$ cat config.mk
export PLATFORM = sky130hd
export DESIGN_NAME = rssi_link_adaptation_controller_flat
export DESIGN_NICKNAME = d
export VERILOG_FILES = /design/src/rtl/rla_pkg.sv /design/src/rtl/rla_if.sv /design/src/rtl/rssi_link_adaptation_controller.sv /design/src/flat_wrapper.sv
export VERILOG_INCLUDE_DIRS = /design/src /design/src/rtl
export SDC_FILE = /design/constraint.sdc
export NUM_CORES = 1
export LEC_CHECK = 0
export BUFFER_PORTS_ARGS = -buffer_cell sky130_fd_sc_hd__buf_2
export CAP_MARGIN = 40
export CORE_ASPECT_RATIO = 1.4
export CORE_MARGIN = 1.5
export CORE_UTILIZATION = 53
export DETAILED_ROUTE_END_ITERATION = 6
export GPL_TIMING_DRIVEN = 1
export PLACE_DENSITY_LB_ADDON = 0.25
export RECOVER_POWER = 100
export SLEW_MARGIN = 0
export SYNTH_ARGS = -nofsm -noshare
export SYNTH_HDL_FRONTEND = slang
export SYNTH_SLANG_ARGS = --single-unit
$ cat constraint.sdc
create_clock -name clk_i -period 15.3 [get_ports clk_i]
set_input_delay 1.53 -clock clk_i [delete_from_list [all_inputs] [get_ports clk_i]]
set_output_delay 1.53 -clock clk_i [all_outputs]
set_load 0.05 [all_outputs]
$ cat src/rtl/assert_macros.svh
// Assertion macros shared by the RTL of the link adaptation controller.
// Needs clk_i and rst_ni in the scope where a macro is used.
`ifndef ASSERT_MACROS_SVH
`define ASSERT_MACROS_SVH

// Check a property on every rising clock edge outside reset.
`define ASSERT_ALWAYS(label, prop, msg) \
  label: assert property (@(posedge clk_i) disable iff (!rst_ni) (prop)) \
    else $error(msg);

// Check that a condition never holds outside reset.
`define ASSERT_NEVER(label, cond, msg) \
  label: assert property (@(posedge clk_i) disable iff (!rst_ni) !(cond)) \
    else $error(msg);

`endif

$ cat src/rtl/rla_pkg.sv
// Shared constants, codes and command word tables of the link adaptation controller.
// No dependencies; used by the channel interfaces and the top level.
package rla_pkg;

  // Command buffer limits
  localparam int CMD_MAX_LEN = 20;
  localparam int CMD_POS_W   = $clog2(CMD_MAX_LEN + 1);
  localparam int COUNT_W     = 32;
  localparam int WORD_COUNT  = 8;
  localparam int WORD_CHARS  = 6;

  // Event kinds
  localparam logic [2:0] KIND_RSSI       = 3'd0;
  localparam logic [2:0] KIND_CONNECT    = 3'd1;
  localparam logic [2:0] KIND_DISCONNECT = 3'd2;
  localparam logic [2:0] KIND_CMD        = 3'd3;
  localparam logic [2:0] KIND_PHY_DONE   = 3'd4;

  // Configuration register indexes
  localparam logic [1:0] REG_STRONG   = 2'd0;
  localparam logic [1:0] REG_MODERATE = 2'd1;
  localparam logic [1:0] REG_WEAK     = 2'd2;
  localparam logic [1:0] REG_SHIFT    = 2'd3;

  // Power levels
  localparam logic [1:0] PWR_LOW    = 2'd0;
  localparam logic [1:0] PWR_MEDIUM = 2'd1;
  localparam logic [1:0] PWR_HIGH   = 2'd2;
  localparam logic [1:0] PWR_MAX    = 2'd3;

  // Transmit PHY codes
  localparam logic [1:0] PHY_1M = 2'd0;

  // Command status codes
  localparam logic [1:0] STATUS_NONE    = 2'd0;
  localparam logic [1:0] STATUS_OK      = 2'd1;
  localparam logic [1:0] STATUS_UNKNOWN = 2'd2;

  // Reset values of the registers and the filter
  localparam logic signed [7:0] STRONG_RESET   = -8'sd67;
  localparam logic signed [7:0] MODERATE_RESET = -8'sd82;
  localparam logic signed [7:0] WEAK_RESET     = -8'sd92;
  localparam logic [2:0]        SHIFT_RESET    = 3'd3;
  localparam logic signed [7:0] FILTER_RESET   = -8'sd127;

  typedef enum logic [1:0] {
    ACT_AUTO,
    ACT_PHY,
    ACT_POWER
  } act_e;

  // Command words: length, text, action and its arguments
  localparam logic [2:0] WORD_LEN [WORD_COUNT] = '{
    3'd4, 3'd2, 3'd2, 3'd2, 3'd3, 3'd6, 3'd4, 3'd3
  };

  localparam logic [7:0] WORD_TEXT [WORD_COUNT][WORD_CHARS] = '{
    '{"A", "U", "T", "O", 8'h00, 8'h00},
    '{"1", "M", 8'h00, 8'h00, 8'h00, 8'h00},
    '{"S", "2", 8'h00, 8'h00, 8'h00, 8'h00},
    '{"S", "8", 8'h00, 8'h00, 8'h00, 8'h00},
    '{"L", "O", "W", 8'h00, 8'h00, 8'h00},
    '{"M", "E", "D", "I", "U", "M"},
    '{"H", "I", "G", "H", 8'h00, 8'h00},
    '{"M", "A", "X", 8'h00, 8'h00, 8'h00}
  };

  localparam act_e WORD_ACT [WORD_COUNT] = '{
    ACT_AUTO, ACT_PHY, ACT_PHY, ACT_PHY, ACT_POWER, ACT_POWER, ACT_POWER, ACT_POWER
  };

  // For PHY words: coded flag; for power words: the level
  localparam logic [1:0] WORD_ARG_A [WORD_COUNT] = '{
    2'd0, 2'd0, 2'd1, 2'd1, PWR_LOW, PWR_MEDIUM, PWR_HIGH, PWR_MAX
  };

  // For PHY words: S8 flag
  localparam logic WORD_ARG_B [WORD_COUNT] = '{
    1'b0, 1'b0, 1'b0, 1'b1, 1'b0, 1'b0, 1'b0, 1'b0
  };

endpackage

$ cat src/rtl/rla_if.sv
// Request and result channel interfaces of the link adaptation controller.
// Depends on rla_pkg for the counter width.

interface rla_req_if;
  import rla_pkg::*;
  logic              valid;
  logic              ready;
  logic [2:0]        kind;
  logic signed [7:0] rssi;
  logic [7:0]        cmd_byte;
  logic              cmd_last;
  logic [1:0]        new_phy;

  modport source (output valid, kind, rssi, cmd_byte, cmd_last, new_phy, input ready);
  modport sink (input valid, kind, rssi, cmd_byte, cmd_last, new_phy, output ready);
endinterface

interface rla_res_if;
  import rla_pkg::*;
  logic               valid;
  logic               ready;
  logic               power_request;
  logic [1:0]         power_level;
  logic               phy_request;
  logic               phy_coded;
  logic               coding_s8;
  logic signed [7:0]  filtered_rssi;
  logic [COUNT_W-1:0] sample_count;
  logic [1:0]         current_phy;
  logic [1:0]         current_power;
  logic [1:0]         command_status;

  modport source (output valid, power_request, power_level, phy_request, phy_coded,
                  coding_s8, filtered_rssi, sample_count, current_phy, current_power,
                  command_status, input ready);
  modport sink (input valid, power_request, power_level, phy_request, phy_coded,
                coding_s8, filtered_rssi, sample_count, current_phy, current_power,
                command_status, output ready);
endinterface

$ cat src/rtl/rssi_link_adaptation_controller.sv
// Top level of the RSSI link adaptation controller: filter, region policy and
// command parser. Depends on rla_pkg, rla_if.sv and assert_macros.svh.
//
// Takes one request per clock cycle while the input register is not stalled.
// A request is captured in an input register, handled by one step of shallow
// logic (filter update, threshold compare, command word match) and lands in
// the result register once that register is free or its result is taken.
// State written by one request is seen by the very next one. Command bytes
// without the last flag and unused kinds give no result. The input register
// stalls only while the result register holds an untaken result.
`include "assert_macros.svh"

module rssi_link_adaptation_controller (
  input  logic                  clk_i,
  input  logic                  rst_ni,
  input  logic                  cfg_we_i,
  input  logic [1:0]            cfg_idx_i,
  input  logic [7:0]            cfg_wdata_i,
  rla_req_if.sink               req_i,
  rla_res_if.source             res_o
);
  import rla_pkg::*;

  typedef struct packed {
    logic [1:0] power;
    logic       coded;
    logic       s8;
  } policy_t;

  typedef struct packed {
    logic               power_request;
    logic [1:0]         power_level;
    logic               phy_request;
    logic               phy_coded;
    logic               coding_s8;
    logic signed [7:0]  filtered_rssi;
    logic [COUNT_W-1:0] sample_count;
    logic [1:0]         current_phy;
    logic [1:0]         current_power;
    logic [1:0]         command_status;
  } res_t;

  typedef struct packed {
    logic [2:0]        kind;
    logic signed [7:0] rssi;
    logic [7:0]        cmd_byte;
    logic              cmd_last;
    logic [1:0]        new_phy;
  } req_t;

  // Region policy: tested strong, moderate, weak in that order
  function automatic policy_t link_policy(logic signed [7:0] lvl,
                                          logic signed [7:0] strong_lvl,
                                          logic signed [7:0] moderate_lvl,
                                          logic signed [7:0] weak_lvl);
    policy_t p;
    if (lvl >= strong_lvl) begin
      p = '{power: PWR_LOW, coded: 1'b0, s8: 1'b0};
    end else if (lvl >= moderate_lvl) begin
      p = '{power: PWR_MEDIUM, coded: 1'b0, s8: 1'b0};
    end else if (lvl >= weak_lvl) begin
      p = '{power: PWR_HIGH, coded: 1'b1, s8: 1'b0};
    end else begin
      p = '{power: PWR_MAX, coded: 1'b1, s8: 1'b1};
    end
    return p;
  endfunction

  // Configuration registers
  logic signed [7:0] strong_q, moderate_q, weak_q;
  logic [2:0]        shift_q;

  // Link state
  logic                 conn_q, conn_d;
  logic signed [7:0]    filt_q, filt_d;
  logic [COUNT_W-1:0]   count_q, count_d;
  logic [1:0]           phy_q, phy_d;
  logic [1:0]           power_q, power_d;
  logic [CMD_POS_W-1:0] pos_q, pos_d;
  logic                 term_q, term_d;
  logic [WORD_COUNT-1:0] cand_q, cand_d;

  // Pipeline registers
  logic in_valid_q;
  req_t in_q;
  logic res_valid_q, res_valid_d;
  res_t res_q, res_d;

  logic    advance, fire, has_result;
  policy_t pol_new, pol_cur, pol_sel;
  logic    use_pol;
  logic signed [16:0] scaled, sum, bias, quot;
  logic signed [7:0]  filt_new;
  logic [7:0]         up_byte;
  logic               found;
  logic [2:0]         sel;
  logic               do_power, do_phy;
  logic [1:0]         req_power;
  logic               req_coded, req_s8;

  // Handshake: the input register moves on whenever the result register frees up
  assign advance     = !res_valid_q || res_o.ready;
  assign fire        = in_valid_q && advance;
  assign req_i.ready = !in_valid_q || advance;

  // Configuration writes
  always_ff @(posedge clk_i or negedge rst_ni) begin
    if (!rst_ni) begin
      strong_q   <= STRONG_RESET;
      moderate_q <= MODERATE_RESET;
      weak_q     <= WEAK_RESET;
      shift_q    <= SHIFT_RESET;
    end else if (cfg_we_i) begin
      unique case (cfg_idx_i)
        REG_STRONG:   strong_q   <= cfg_wdata_i;
        REG_MODERATE: moderate_q <= cfg_wdata_i;
        REG_WEAK:     weak_q     <= cfg_wdata_i;
        REG_SHIFT:    shift_q    <= cfg_wdata_i[2:0];
        default:      shift_q    <= shift_q;
      endcase
    end
  end

  // Filter update: (raw + (2^shift - 1) * filtered) / 2^shift toward zero
  always_comb begin
    scaled   = 17'(filt_q) <<< shift_q;
    sum      = scaled - 17'(filt_q) + 17'(in_q.rssi);
    bias     = sum[16] ? ((17'sd1 <<< shift_q) - 17'sd1) : 17'sd0;
    quot     = (sum + bias) >>> shift_q;
    // Seed the filter on the first sample after reset, connect or wrap
    filt_new = (count_q == '0) ? in_q.rssi : quot[7:0];
  end

  // Uppercase the command byte
  assign up_byte = (in_q.cmd_byte >= "a" && in_q.cmd_byte <= "z") ?
                   in_q.cmd_byte - 8'h20 : in_q.cmd_byte;

  // Policy on the new filter value and on the stored one
  assign pol_new = link_policy(filt_new, strong_q, moderate_q, weak_q);
  assign pol_cur = link_policy(filt_q, strong_q, moderate_q, weak_q);

  // Step: next state and result of the held request
  always_comb begin
    conn_d     = conn_q;
    filt_d     = filt_q;
    count_d    = count_q;
    phy_d      = phy_q;
    pos_d      = pos_q;
    term_d     = term_q;
    cand_d     = cand_q;
    has_result = 1'b0;
    use_pol    = 1'b0;
    pol_sel    = pol_cur;
    do_power   = 1'b0;
    do_phy     = 1'b0;
    req_power  = PWR_LOW;
    req_coded  = 1'b0;
    req_s8     = 1'b0;
    found      = 1'b0;
    sel        = '0;
    res_d      = '0;
    res_d.command_status = STATUS_NONE;

    unique case (in_q.kind)
      KIND_RSSI: begin
        has_result = 1'b1;
        filt_d     = filt_new;
        count_d    = count_q + COUNT_W'(1);
        use_pol    = 1'b1;
        pol_sel    = pol_new;
      end
      KIND_CONNECT: begin
        has_result = 1'b1;
        conn_d     = 1'b1;
        filt_d     = FILTER_RESET;
        count_d    = '0;
        do_power   = 1'b1;
        req_power  = PWR_MAX;
        do_phy     = 1'b1;
        req_coded  = 1'b1;
        req_s8     = 1'b1;
      end
      KIND_DISCONNECT: begin
        has_result = 1'b1;
        conn_d     = 1'b0;
        phy_d      = PHY_1M;
      end
      KIND_CMD: begin
        // Absorb the byte unless the text has ended or is full
        if (!term_q && pos_q < CMD_POS_W'(CMD_MAX_LEN)) begin
          if (in_q.cmd_byte == 8'h00) begin
            term_d = 1'b1;
          end else begin
            for (int i = 0; i < WORD_COUNT; i++) begin
              if (pos_q >= CMD_POS_W'(WORD_LEN[i]) ||
                  WORD_TEXT[i][pos_q[2:0]] != up_byte) begin
                cand_d[i] = 1'b0;
              end
            end
            pos_d = pos_q + CMD_POS_W'(1);
          end
        end
        if (in_q.cmd_last) begin
          has_result = 1'b1;
          // First surviving word whose length matches wins
          for (int i = 0; i < WORD_COUNT; i++) begin
            if (!found && cand_d[i] && pos_d == CMD_POS_W'(WORD_LEN[i])) begin
              found = 1'b1;
              sel   = 3'(i);
            end
          end
          res_d.command_status = found ? STATUS_OK : STATUS_UNKNOWN;
          if (found) begin
            unique case (WORD_ACT[sel])
              ACT_AUTO: use_pol = 1'b1;
              ACT_PHY: begin
                do_phy    = 1'b1;
                req_coded = WORD_ARG_A[sel][0];
                req_s8    = WORD_ARG_B[sel];
              end
              ACT_POWER: begin
                do_power  = 1'b1;
                req_power = WORD_ARG_A[sel];
              end
              default: use_pol = 1'b0;
            endcase
          end
          pos_d  = '0;
          term_d = 1'b0;
          cand_d = '1;
        end
      end
      KIND_PHY_DONE: begin
        has_result = 1'b1;
        phy_d      = in_q.new_phy;
      end
      default: has_result = 1'b0;
    endcase

    if (use_pol) begin
      do_power  = 1'b1;
      req_power = pol_sel.power;
      do_phy    = 1'b1;
      req_coded = pol_sel.coded;
      req_s8    = pol_sel.s8;
    end

    // Requests go out only while connected
    power_d = (do_power && conn_d) ? req_power : power_q;
    if (do_power && conn_d) begin
      res_d.power_request = 1'b1;
      res_d.power_level   = req_power;
    end
    if (do_phy && conn_d) begin
      res_d.phy_request = 1'b1;
      res_d.phy_coded   = req_coded;
      res_d.coding_s8   = req_s8;
    end
    res_d.filtered_rssi = filt_d;
    res_d.sample_count  = count_d;
    res_d.current_phy   = phy_d;
    res_d.current_power = power_d;
  end

  assign res_valid_d = (fire && has_result) ? 1'b1 : (res_o.ready ? 1'b0 : res_valid_q);

  // Hold state, input register and result register
  always_ff @(posedge clk_i or negedge rst_ni) begin
    if (!rst_ni) begin
      conn_q      <= 1'b0;
      filt_q      <= FILTER_RESET;
      count_q     <= '0;
      phy_q       <= PHY_1M;
      power_q     <= PWR_MEDIUM;
      pos_q       <= '0;
      term_q      <= 1'b0;
      cand_q      <= '1;
      in_valid_q  <= 1'b0;
      res_valid_q <= 1'b0;
    end else begin
      if (fire) begin
        conn_q  <= conn_d;
        filt_q  <= filt_d;
        count_q <= count_d;
        phy_q   <= phy_d;
        power_q <= power_d;
        pos_q   <= pos_d;
        term_q  <= term_d;
        cand_q  <= cand_d;
      end
      if (req_i.ready) begin
        in_valid_q <= req_i.valid;
      end
      res_valid_q <= res_valid_d;
    end
  end

  // Payload registers without reset
  always_ff @(posedge clk_i) begin
    if (req_i.valid && req_i.ready) begin
      in_q <= '{kind: req_i.kind, rssi: req_i.rssi, cmd_byte: req_i.cmd_byte,
                cmd_last: req_i.cmd_last, new_phy: req_i.new_phy};
    end
    if (fire && has_result) begin
      res_q <= res_d;
    end
  end

  // Drive the result channel
  assign res_o.valid          = res_valid_q;
  assign res_o.power_request  = res_q.power_request;
  assign res_o.power_level    = res_q.power_level;
  assign res_o.phy_request    = res_q.phy_request;
  assign res_o.phy_coded      = res_q.phy_coded;
  assign res_o.coding_s8      = res_q.coding_s8;
  assign res_o.filtered_rssi  = res_q.filtered_rssi;
  assign res_o.sample_count   = res_q.sample_count;
  assign res_o.current_phy    = res_q.current_phy;
  assign res_o.current_power  = res_q.current_power;
  assign res_o.command_status = res_q.command_status;

  // Checks
  `ASSERT_ALWAYS(a_power_req_connected,
    (res_valid_q && (res_q.power_request || res_q.phy_request)) |-> conn_q,
    "request issued while not connected")
  `ASSERT_ALWAYS(a_phy_fields_idle,
    (res_valid_q && !res_q.phy_request) |-> (!res_q.phy_coded && !res_q.coding_s8),
    "phy fields set without a phy request")
  `ASSERT_ALWAYS(a_power_tracks_state,
    res_valid_q |-> (res_q.current_power == power_q && res_q.sample_count == count_q),
    "pending result disagrees with stored state")
  `ASSERT_NEVER(a_pos_bound, pos_q > CMD_POS_W'(CMD_MAX_LEN),
    "command position past the maximum length")

endmodule

$ cat src/flat_wrapper.sv
// flat-port wrapper written by rule: the top's interface ports become plain ports
module rssi_link_adaptation_controller_flat import rla_pkg::*;
  (clk_i, rst_ni, cfg_we_i, cfg_idx_i, cfg_wdata_i, req_i_valid, req_i_kind, req_i_rssi, req_i_cmd_byte, req_i_cmd_last, req_i_new_phy, req_i_ready, res_o_valid, res_o_power_request, res_o_power_level, res_o_phy_request, res_o_phy_coded, res_o_coding_s8, res_o_filtered_rssi, res_o_sample_count, res_o_current_phy, res_o_current_power, res_o_command_status, res_o_ready);
  rla_req_if req_i_i ();
  rla_res_if res_o_i ();
  input  logic clk_i;
  input  logic rst_ni;
  input  logic cfg_we_i;
  input  logic [1:0] cfg_idx_i;
  input  logic [7:0] cfg_wdata_i;
  input wire logic [$bits(req_i_i.valid)-1:0] req_i_valid;
  input wire logic [$bits(req_i_i.kind)-1:0] req_i_kind;
  input wire logic [$bits(req_i_i.rssi)-1:0] req_i_rssi;
  input wire logic [$bits(req_i_i.cmd_byte)-1:0] req_i_cmd_byte;
  input wire logic [$bits(req_i_i.cmd_last)-1:0] req_i_cmd_last;
  input wire logic [$bits(req_i_i.new_phy)-1:0] req_i_new_phy;
  output wire logic [$bits(req_i_i.ready)-1:0] req_i_ready;
  output wire logic [$bits(res_o_i.valid)-1:0] res_o_valid;
  output wire logic [$bits(res_o_i.power_request)-1:0] res_o_power_request;
  output wire logic [$bits(res_o_i.power_level)-1:0] res_o_power_level;
  output wire logic [$bits(res_o_i.phy_request)-1:0] res_o_phy_request;
  output wire logic [$bits(res_o_i.phy_coded)-1:0] res_o_phy_coded;
  output wire logic [$bits(res_o_i.coding_s8)-1:0] res_o_coding_s8;
  output wire logic [$bits(res_o_i.filtered_rssi)-1:0] res_o_filtered_rssi;
  output wire logic [$bits(res_o_i.sample_count)-1:0] res_o_sample_count;
  output wire logic [$bits(res_o_i.current_phy)-1:0] res_o_current_phy;
  output wire logic [$bits(res_o_i.current_power)-1:0] res_o_current_power;
  output wire logic [$bits(res_o_i.command_status)-1:0] res_o_command_status;
  input wire logic [$bits(res_o_i.ready)-1:0] res_o_ready;
  assign req_i_i.valid = req_i_valid;
  assign req_i_i.kind = req_i_kind;
  assign req_i_i.rssi = req_i_rssi;
  assign req_i_i.cmd_byte = req_i_cmd_byte;
  assign req_i_i.cmd_last = req_i_cmd_last;
  assign req_i_i.new_phy = req_i_new_phy;
  assign req_i_ready = req_i_i.ready;
  assign res_o_valid = res_o_i.valid;
  assign res_o_power_request = res_o_i.power_request;
  assign res_o_power_level = res_o_i.power_level;
  assign res_o_phy_request = res_o_i.phy_request;
  assign res_o_phy_coded = res_o_i.phy_coded;
  assign res_o_coding_s8 = res_o_i.coding_s8;
  assign res_o_filtered_rssi = res_o_i.filtered_rssi;
  assign res_o_sample_count = res_o_i.sample_count;
  assign res_o_current_phy = res_o_i.current_phy;
  assign res_o_current_power = res_o_i.current_power;
  assign res_o_command_status = res_o_i.command_status;
  assign res_o_i.ready = res_o_ready;
  rssi_link_adaptation_controller u_core (.clk_i(clk_i), .rst_ni(rst_ni), .cfg_we_i(cfg_we_i), .cfg_idx_i(cfg_idx_i), .cfg_wdata_i(cfg_wdata_i), .req_i(req_i_i), .res_o(res_o_i));
endmodule
# [After elaboration in Yosys (flattened, before gate mapping)]
# Memories as Yosys holds them, arrays and structs flattened.
# Cells that the tools add are included.
[op_classes] n_addsub=7 order_cmp=15 eq_ne=21 n_shift=3 mux=125 bitwise=2 n_reduce_logical=58
[ops] cell="8-bit 2-to-1 mux" n=22
[ops] cell="8-bit inequality test" n=8
[ops] cell="32-bit one-hot mux with 2 select lines" n=1
[ops] cell="1-bit 2-to-1 mux" n=60
[ops] cell="8-bit greater-or-equal comparator" n=6
[ops] cell="32-bit by 1-bit adder with 32-bit output, second input constant" n=1
[ops] cell="32-bit zero test" n=1
[ops] cell="3-bit 2-to-1 mux" n=10
[ops] cell="2-bit 2-to-1 mux" n=12
[ops] cell="1-bit logical AND" n=22
[ops] cell="4-bit 2-to-1 mux" n=5
[ops] cell="5-bit 2-to-1 mux" n=4
[ops] cell="17-bit adder" n=1
[ops] cell="17-bit by 8-bit adder with 17-bit output" n=1
[ops] cell="17-bit 2-to-1 mux" n=1
[ops] cell="2-bit by 3-bit <<< shifter with 17-bit output, first input constant" n=1
[ops] cell="8-bit by 3-bit <<< shifter with 17-bit output" n=1
[ops] cell="17-bit by 3-bit >>> shifter with 8-bit output" n=1
[ops] cell="17-bit by 2-bit subtractor with 17-bit output, second input constant" n=1
[ops] cell="17-bit by 8-bit subtractor with 17-bit output" n=1
[ops] cell="8-bit one-hot mux with 2 select lines" n=1
[ops] cell="1-bit one-hot mux with 2 select lines" n=7
[ops] cell="2-bit AND reduction" n=6
[ops] cell="5-bit by 2-bit == test with 1-bit output, second input constant" n=2
[ops] cell="24 further kinds" n=55
[totals] ff_bits=162 romBits=552 elab_cells=271 memories=11
[mem_list] name="(no name shown)" words=8 width=8 rd=1 rd_ports_with_merged_regs=0 wr=0 line_no="rssi_link_adaptation_controller.sv:196" text="WORD_TEXT[i][pos_q[2:0]] != up_byte) begin"
[mem_list] name="(no name shown)" words=8 width=8 rd=1 rd_ports_with_merged_regs=0 wr=0 line_no="rssi_link_adaptation_controller.sv:196"
[mem_list] name="(no name shown)" words=8 width=8 rd=1 rd_ports_with_merged_regs=0 wr=0 line_no="rssi_link_adaptation_controller.sv:196"
[mem_list] name="(no name shown)" words=8 width=8 rd=1 rd_ports_with_merged_regs=0 wr=0 line_no="rssi_link_adaptation_controller.sv:196"
[mem_list] name="(no name shown)" words=8 width=8 rd=1 rd_ports_with_merged_regs=0 wr=0 line_no="rssi_link_adaptation_controller.sv:196"
[mem_list] name="(no name shown)" words=8 width=8 rd=1 rd_ports_with_merged_regs=0 wr=0 line_no="rssi_link_adaptation_controller.sv:196"
[mem_list] name="5 more memories"

# [Longest topological paths before layout]
[depth] ltp_word=68 mapped_depth=42 mapped_depth_nobuf=40

# [Least setup slack after synthesis]
# No wires, ideal clock.
[synth_timing] kind="flip-flop to flip-flop" startpoint="register u_core.shift_q[1]" endpoint="register u_core.res_q (netlist bit u_core.res_o.current_power[1]), data pin" setup_time_ns=0.129 t_arrival_ns=8.390 required_time_ns=15.171 slack_ns=6.781 stages_incl_launch_ff=40 n_path_buf=3 period_less_slack_ns=8.519 cell_sequence="dfstp_2 > clkbuf_1 > buf_1 > clkbuf_1 > mux2i_1 > o22ai_1 > nand2_1 > fa_1 > inv_1 > ha_1 > a21o_1 > a21oi_1 > o21bai_1 > o31a_1 > a41o_1 > a41o_1 > a21oi_1 > o21ai_1 > [... 4 more ...] > o211ai_1 > a311o_1 > a41oi_1 > mux2i_1 > o2111ai_1 > o21a_1 > o221ai_1 > o21ai_1 > ha_1 > or4b_2 > a21oi_1 > o21ai_0 > a21oi_1 > a221oi_2 > nor3_1 > a21oi_1 > nor2_1 > a21o_1"
[synth_between] elab_chain_len=13 word_cells_on_any_way=16 classes_between="add/sub (4); order compare (2); shift (3); mux (7)"
[synth_lines] element="from (decl)" line_no="rssi_link_adaptation_controller.sv:71" text="logic [2:0] shift_q;"
[synth_lines] element="from (signal assigned)" line_no="rssi_link_adaptation_controller.sv:118" text="REG_SHIFT: shift_q <= cfg_wdata_i[2:0];"
[synth_lines] element="from (signal assigned)" line_no="rssi_link_adaptation_controller.sv:119" text="default: shift_q <= shift_q;"
[synth_lines] element="8-bit by 3-bit <<< shifter with 17-bit output" line_no="rssi_link_adaptation_controller.sv:126" text="scaled = 17'(filt_q) <<< shift_q;"
[synth_lines] element="17-bit by 8-bit subtractor with 17-bit output" line_no="rssi_link_adaptation_controller.sv:127" text="sum = scaled - 17'(filt_q) + 17'(in_q.rssi);"
[synth_lines] element="17-bit by 8-bit adder with 17-bit output" line_no="rssi_link_adaptation_controller.sv:127"
[synth_lines] element="17-bit 2-to-1 mux" line_no="rssi_link_adaptation_controller.sv:128" text="bias = sum[16] ? ((17'sd1 <<< shift_q) - 17'sd1) : 17'sd0;"
[synth_lines] element="17-bit adder" line_no="rssi_link_adaptation_controller.sv:129" text="quot = (sum + bias) >>> shift_q;"
[synth_lines] element="17-bit by 3-bit >>> shifter with 8-bit output *" line_no="rssi_link_adaptation_controller.sv:129"
[synth_lines] element="8-bit 2-to-1 mux *" line_no="rssi_link_adaptation_controller.sv:131" text="filt_new = (count_q == '0) ? in_q.rssi : quot[7:0];"
[synth_lines] element="8-bit greater-or-equal comparator" line_no="rssi_link_adaptation_controller.sv:59" text="end else if (lvl >= moderate_lvl) begin"
[synth_lines] element="4-bit 2-to-1 mux" line_no="rssi_link_adaptation_controller.sv:59"
[synth_lines] element="4-bit 2-to-1 mux *" line_no="rssi_link_adaptation_controller.sv:57" text="if (lvl >= strong_lvl) begin"
[synth_lines] element="4-bit 2-to-1 mux *" line_no="rssi_link_adaptation_controller.sv:164" text="unique case (in_q.kind)"
[synth_lines] element="2-bit 2-to-1 mux *" line_no="rssi_link_adaptation_controller.sv:240" text="if (use_pol) begin"
[synth_lines] element="2-bit 2-to-1 mux *" line_no="rssi_link_adaptation_controller.sv:249" text="power_d = (do_power && conn_d) ? req_power : power_q;"
[synth_lines] element="net u_core.power_d[1]" line_no="rssi_link_adaptation_controller.sv:78" text="logic [1:0] power_q, power_d;"
[synth_lines] element="to (signal assigned)" line_no="rssi_link_adaptation_controller.sv:305" text="res_q <= res_d;"
[synth_lines] element="to (decl)" line_no="rssi_link_adaptation_controller.sv:87" text="res_t res_q, res_d;"
# Mark *: on every way through the listed nets, which the timed path passes. The rest lies on a longest branch.
# A chain may end at the register's enable or synchronous reset.

# [Worst setup path in the final report]
# Ends and elaborated chain as after synthesis.

==> reports/summary.log <==
qor: die.boundaryPins 91
qor: synth.synth_top_flop_cell edfxtp_1
qor: critical_path.kind_of_end_point_of_the_critical_path register
qor: synth.synth_simple_gate_area_share 18.2%
qor: final_layout.layout-area-overhead-vs-synth 10.5%
qor: global_route.grt_pass1_wl 49.9 mm
qor: cts.tritoncts yes
qor: placement.routabilityCongestion 0.952
qor: die.core 21900 sq um
qor: sta.number_of_setup_violations_in_the_final_report 0
qor: cts.post_cts_resize_count 0
qor: cts.buffers_from_clock_root_to_sink_at_most 2
qor: synth.asyncSetResetFlopFracSynth 54.3%
qor: cts.h-tree-depth 4
qor: synth.synth_area_leaders edfxtp_1 19%, dfrtp_1 13%, ha_1 9.6%
qor: placement.place_ws 6.13 ns
qor: sta.final.period_utilization 66.0%
qor: placement.final_hpwl_from_detailed_placement 22.7 mm
qor: route.drt-pass1-iter-count 6
qor: critical_path.most_used_cell_cp a21oi_1
qor: die.initial_utilization 54.2%
qor: sta.final-max-slew-violation-count 249
qor: cts.cts-root-buf clkbuf_16
qor: die.die_width 129 microns
qor: outcome.failed_checks capacitance limit, slew limit
qor: sta.fmax 99.0 MHz
qor: sta.unrepaired_setup_endpoints_after_global_routing no
qor: sta.timing.final.crit_period 10.10 ns
qor: critical_path.crit_path_max_incr_delay 1.19 ns
qor: cts.cts_buffers 17
qor: critical_path.path_max_fanout 26
qor: sta.finalSetupTns 0 ns
qor: route.routed_via_density 5.94
qor: synth.cell_with_the_most_instances_after_synthesis nand2_1
qor: job.max-cap-violations 7
qor: critical_path.critPathRequiredTime 15.62 ns
qor: final_layout.nFillCells 1952
qor: synth.synth.area.mux_share 5.57%
qor: cts.cts.sink_count 162
qor: sta.max-slew-margin-rel -103%
qor: cts.clk_transition_reported_paths 0.07 ns
qor: synth.synth_area_per_cell 9.10 sq um
qor: synth.synth_compound_gate_area_share 17.4%
qor: cts.clk-insertion-delay-late 0.44 ns
qor: global_route.grt_pass1_vias 9958
qor: die.floorplan.die_area 23300 sq um
qor: final_layout.final_util 59.9%
qor: route.drtAntennaViolNets 0
qor: synth.postSynthCellCount 1302
qor: global_route.grt_overflow_total 0
qor: cts.ctsHoldBuffers 0
qor: critical_path.worst_ep_arrival_time 10.41 ns
qor: sta.setup_ws 5.20 ns
qor: die.die_h 180 microns
qor: final_layout.diodes 0
qor: synth.dominant_combinational_cell_family_by_area_after_synthesis simple AND/OR/NAND/NOR gates
qor: synth.number_of_flops_mapped_to_enable_cells_by_yosys 74
qor: sta.skew 0.00982 ns
qor: sta.hold_viol_final 0
qor: synth.synth_adder_area_share 12.1%
qor: global_route.grt_antenna_before_repair 0
qor: synth.post_synth_num_cell_types 87
qor: die.floorplan.rows 64
qor: synth.synth_area 11800 sq um
qor: hold_path.timing.hold.worst.class register to register
qor: cts.total_setup_buffers_inserted_after_cts 0
qor: final_layout.layout.cell_area.non_filler 13100 sq um
qor: sta.tightest_slew 3.04 ns
qor: outcome.outcome complete, but fails checks
qor: placement.port_buffers 90
qor: synth.synth_xor_area_share 4.11%
qor: synth.cell_taking_the_most_area_after_synthesis edfxtp_1
qor: critical_path.critPathSlowestCell dfstp_1
qor: placement.placedInstanceArea 12600 sq um
qor: route.drc 0
qor: route.postRouteWirelength 30.7 mm
qor: synth.netlist_top_cells_count 183 x nand2_1, 100 x nor2_1, 98 x inv_1, 91 x ha_1, 89 x o21ai_0
qor: critical_path.setup.worst_path.start_class register
qor: global_route.grt_max_degree 55
qor: final_layout.num-nets-final 1517
qor: route.dr.first_iter.drc_count 865
qor: synth.yosysWarningCount 0
qor: synth.ys_seq_elements 162
qor: global_route.globalRouteTotalUtil 27.4%
qor: synth.synth_seq_area_share 37.6%
qor: critical_path.critical_path_class register to register
qor: route.detailroute.via_count 9999
qor: synth.yosys.area.top_type_share 18.8%
qor: route.wl_per_cell 18.2 microns
qor: final_layout.drive_above_1_share 10.6%
-- cells by family (layout without fill, tap and decap cells) --
kind of cell,Yosys count,count (layout)
multiplexers,57,57
other,1,4
XOR/XNOR,54,54
AND/OR/NAND/NOR,456,456
flip-flops,162,162
adder cells (fa/ha/maj),106,106
buffers and inverters,153,235
AO/OA/AOI/OAI,313,313
-- final cells by class --
| type | count | area, sq um | area share, % |
|---|---|---|---|
| Clock inverter | 14 | 193 | 1.47 |
| Clock buffer | 18 | 439 | 3.36 |
| Inverter | 101 | 379 | 2.90 |
| Sequential cell | 162 | 4460 | 34.1 |
| Multi-Input combinational cell | 990 | 6810 | 52.0 |
| Timing Repair Buffer | 102 | 435 | 3.33 |
| Tap cell | 297 | 372 | 2.84 |
-- critical path, delay by kind of cell (launching register included) --
family          cells  cell delay (ns)
xor+xnor            1             0.37
compound gates     22             4.94
fa+ha+maj           5             1.36
simple gates        7             1.51
flops               1             1.19
buf+inv             3             0.60
-- final timing paths --
kind | from | to | slack (ns) | depth (start not counted)
max | u_core.shift_q[1]$_DFFE_PN1P_ | u_core.res_o.current_power[1]$_DFFE_PP_ | 5.20 | 38
min | u_core.cand_q[7]$_DFFE_PN1P_ | u_core.cand_q[7]$_DFFE_PN1P_ | 0.47 | 2
max reg2reg | u_core.shift_q[1]$_DFFE_PN1P_ | u_core.res_o.current_power[1]$_DFFE_PP_ | 5.20 | 38
min reg2reg | u_core.cand_q[7]$_DFFE_PN1P_ | u_core.cand_q[7]$_DFFE_PN1P_ | 0.47 | 2
max in group asynchronous | rst_ni | u_core.count_q[25]$_DFFE_PN0P_ | 9.94 | 2
min in group asynchronous | rst_ni | u_core.pos_q[1]$_DFFE_PN0P_ | 1.66 | 1
-- stage by stage --
stage / instances / hold WS (ns)
2_1_floorplan: 1305 / 0.440
3_3_place_gp: 1649 / 0.459
3_5_place_dp: 1652 / 0.461
4_1_cts: 1684 / 0.470
5_1_grt: 1684 / 0.492
6_report: 1684 / 0.472
-- per-layer routing --
metal	vias up	GRT usage, %	routed length (microns)
met5	-	0	0
met4	0	14.2	1440
met3	96	3.78	1330
met2	328	47.9	15400
met1	4765	32.4	12500
li1	4810	-	-
-- state kept, by name (all words and copies together) (netlist names), 3 cells and up --
signal                      cells
u_core.count_q                 32
u_core.res_o.sample_count      32
u_core.in_q                    22
u_core.cand_q                   8
u_core.filt_q                   8
u_core.moderate_q               8
u_core.res_o.filtered_rssi      8
u_core.strong_q                 8
u_core.weak_q                   8
u_core.pos_q                    5
u_core.shift_q                  3
-- cell usage in the layout (no fill, tap or decap), types with 31 or more instances in the layout --
cell type,Yosys,layout
dfrtp_1,61,61
a21oi_1,79,79
edfxtp_1,74,74
nor2_1,100,100
xnor2_1,32,32
inv_1,98,99
o21ai_0,89,91
clkbuf_1,41,65
ha_1,91,91
mux2_2,31,31
buf_2,3,33
nand2_1,183,183
Power is left out: the tool's default activity adds up to more than one toggle a clock period on the data nets, which glitch-free logic cannot reach.
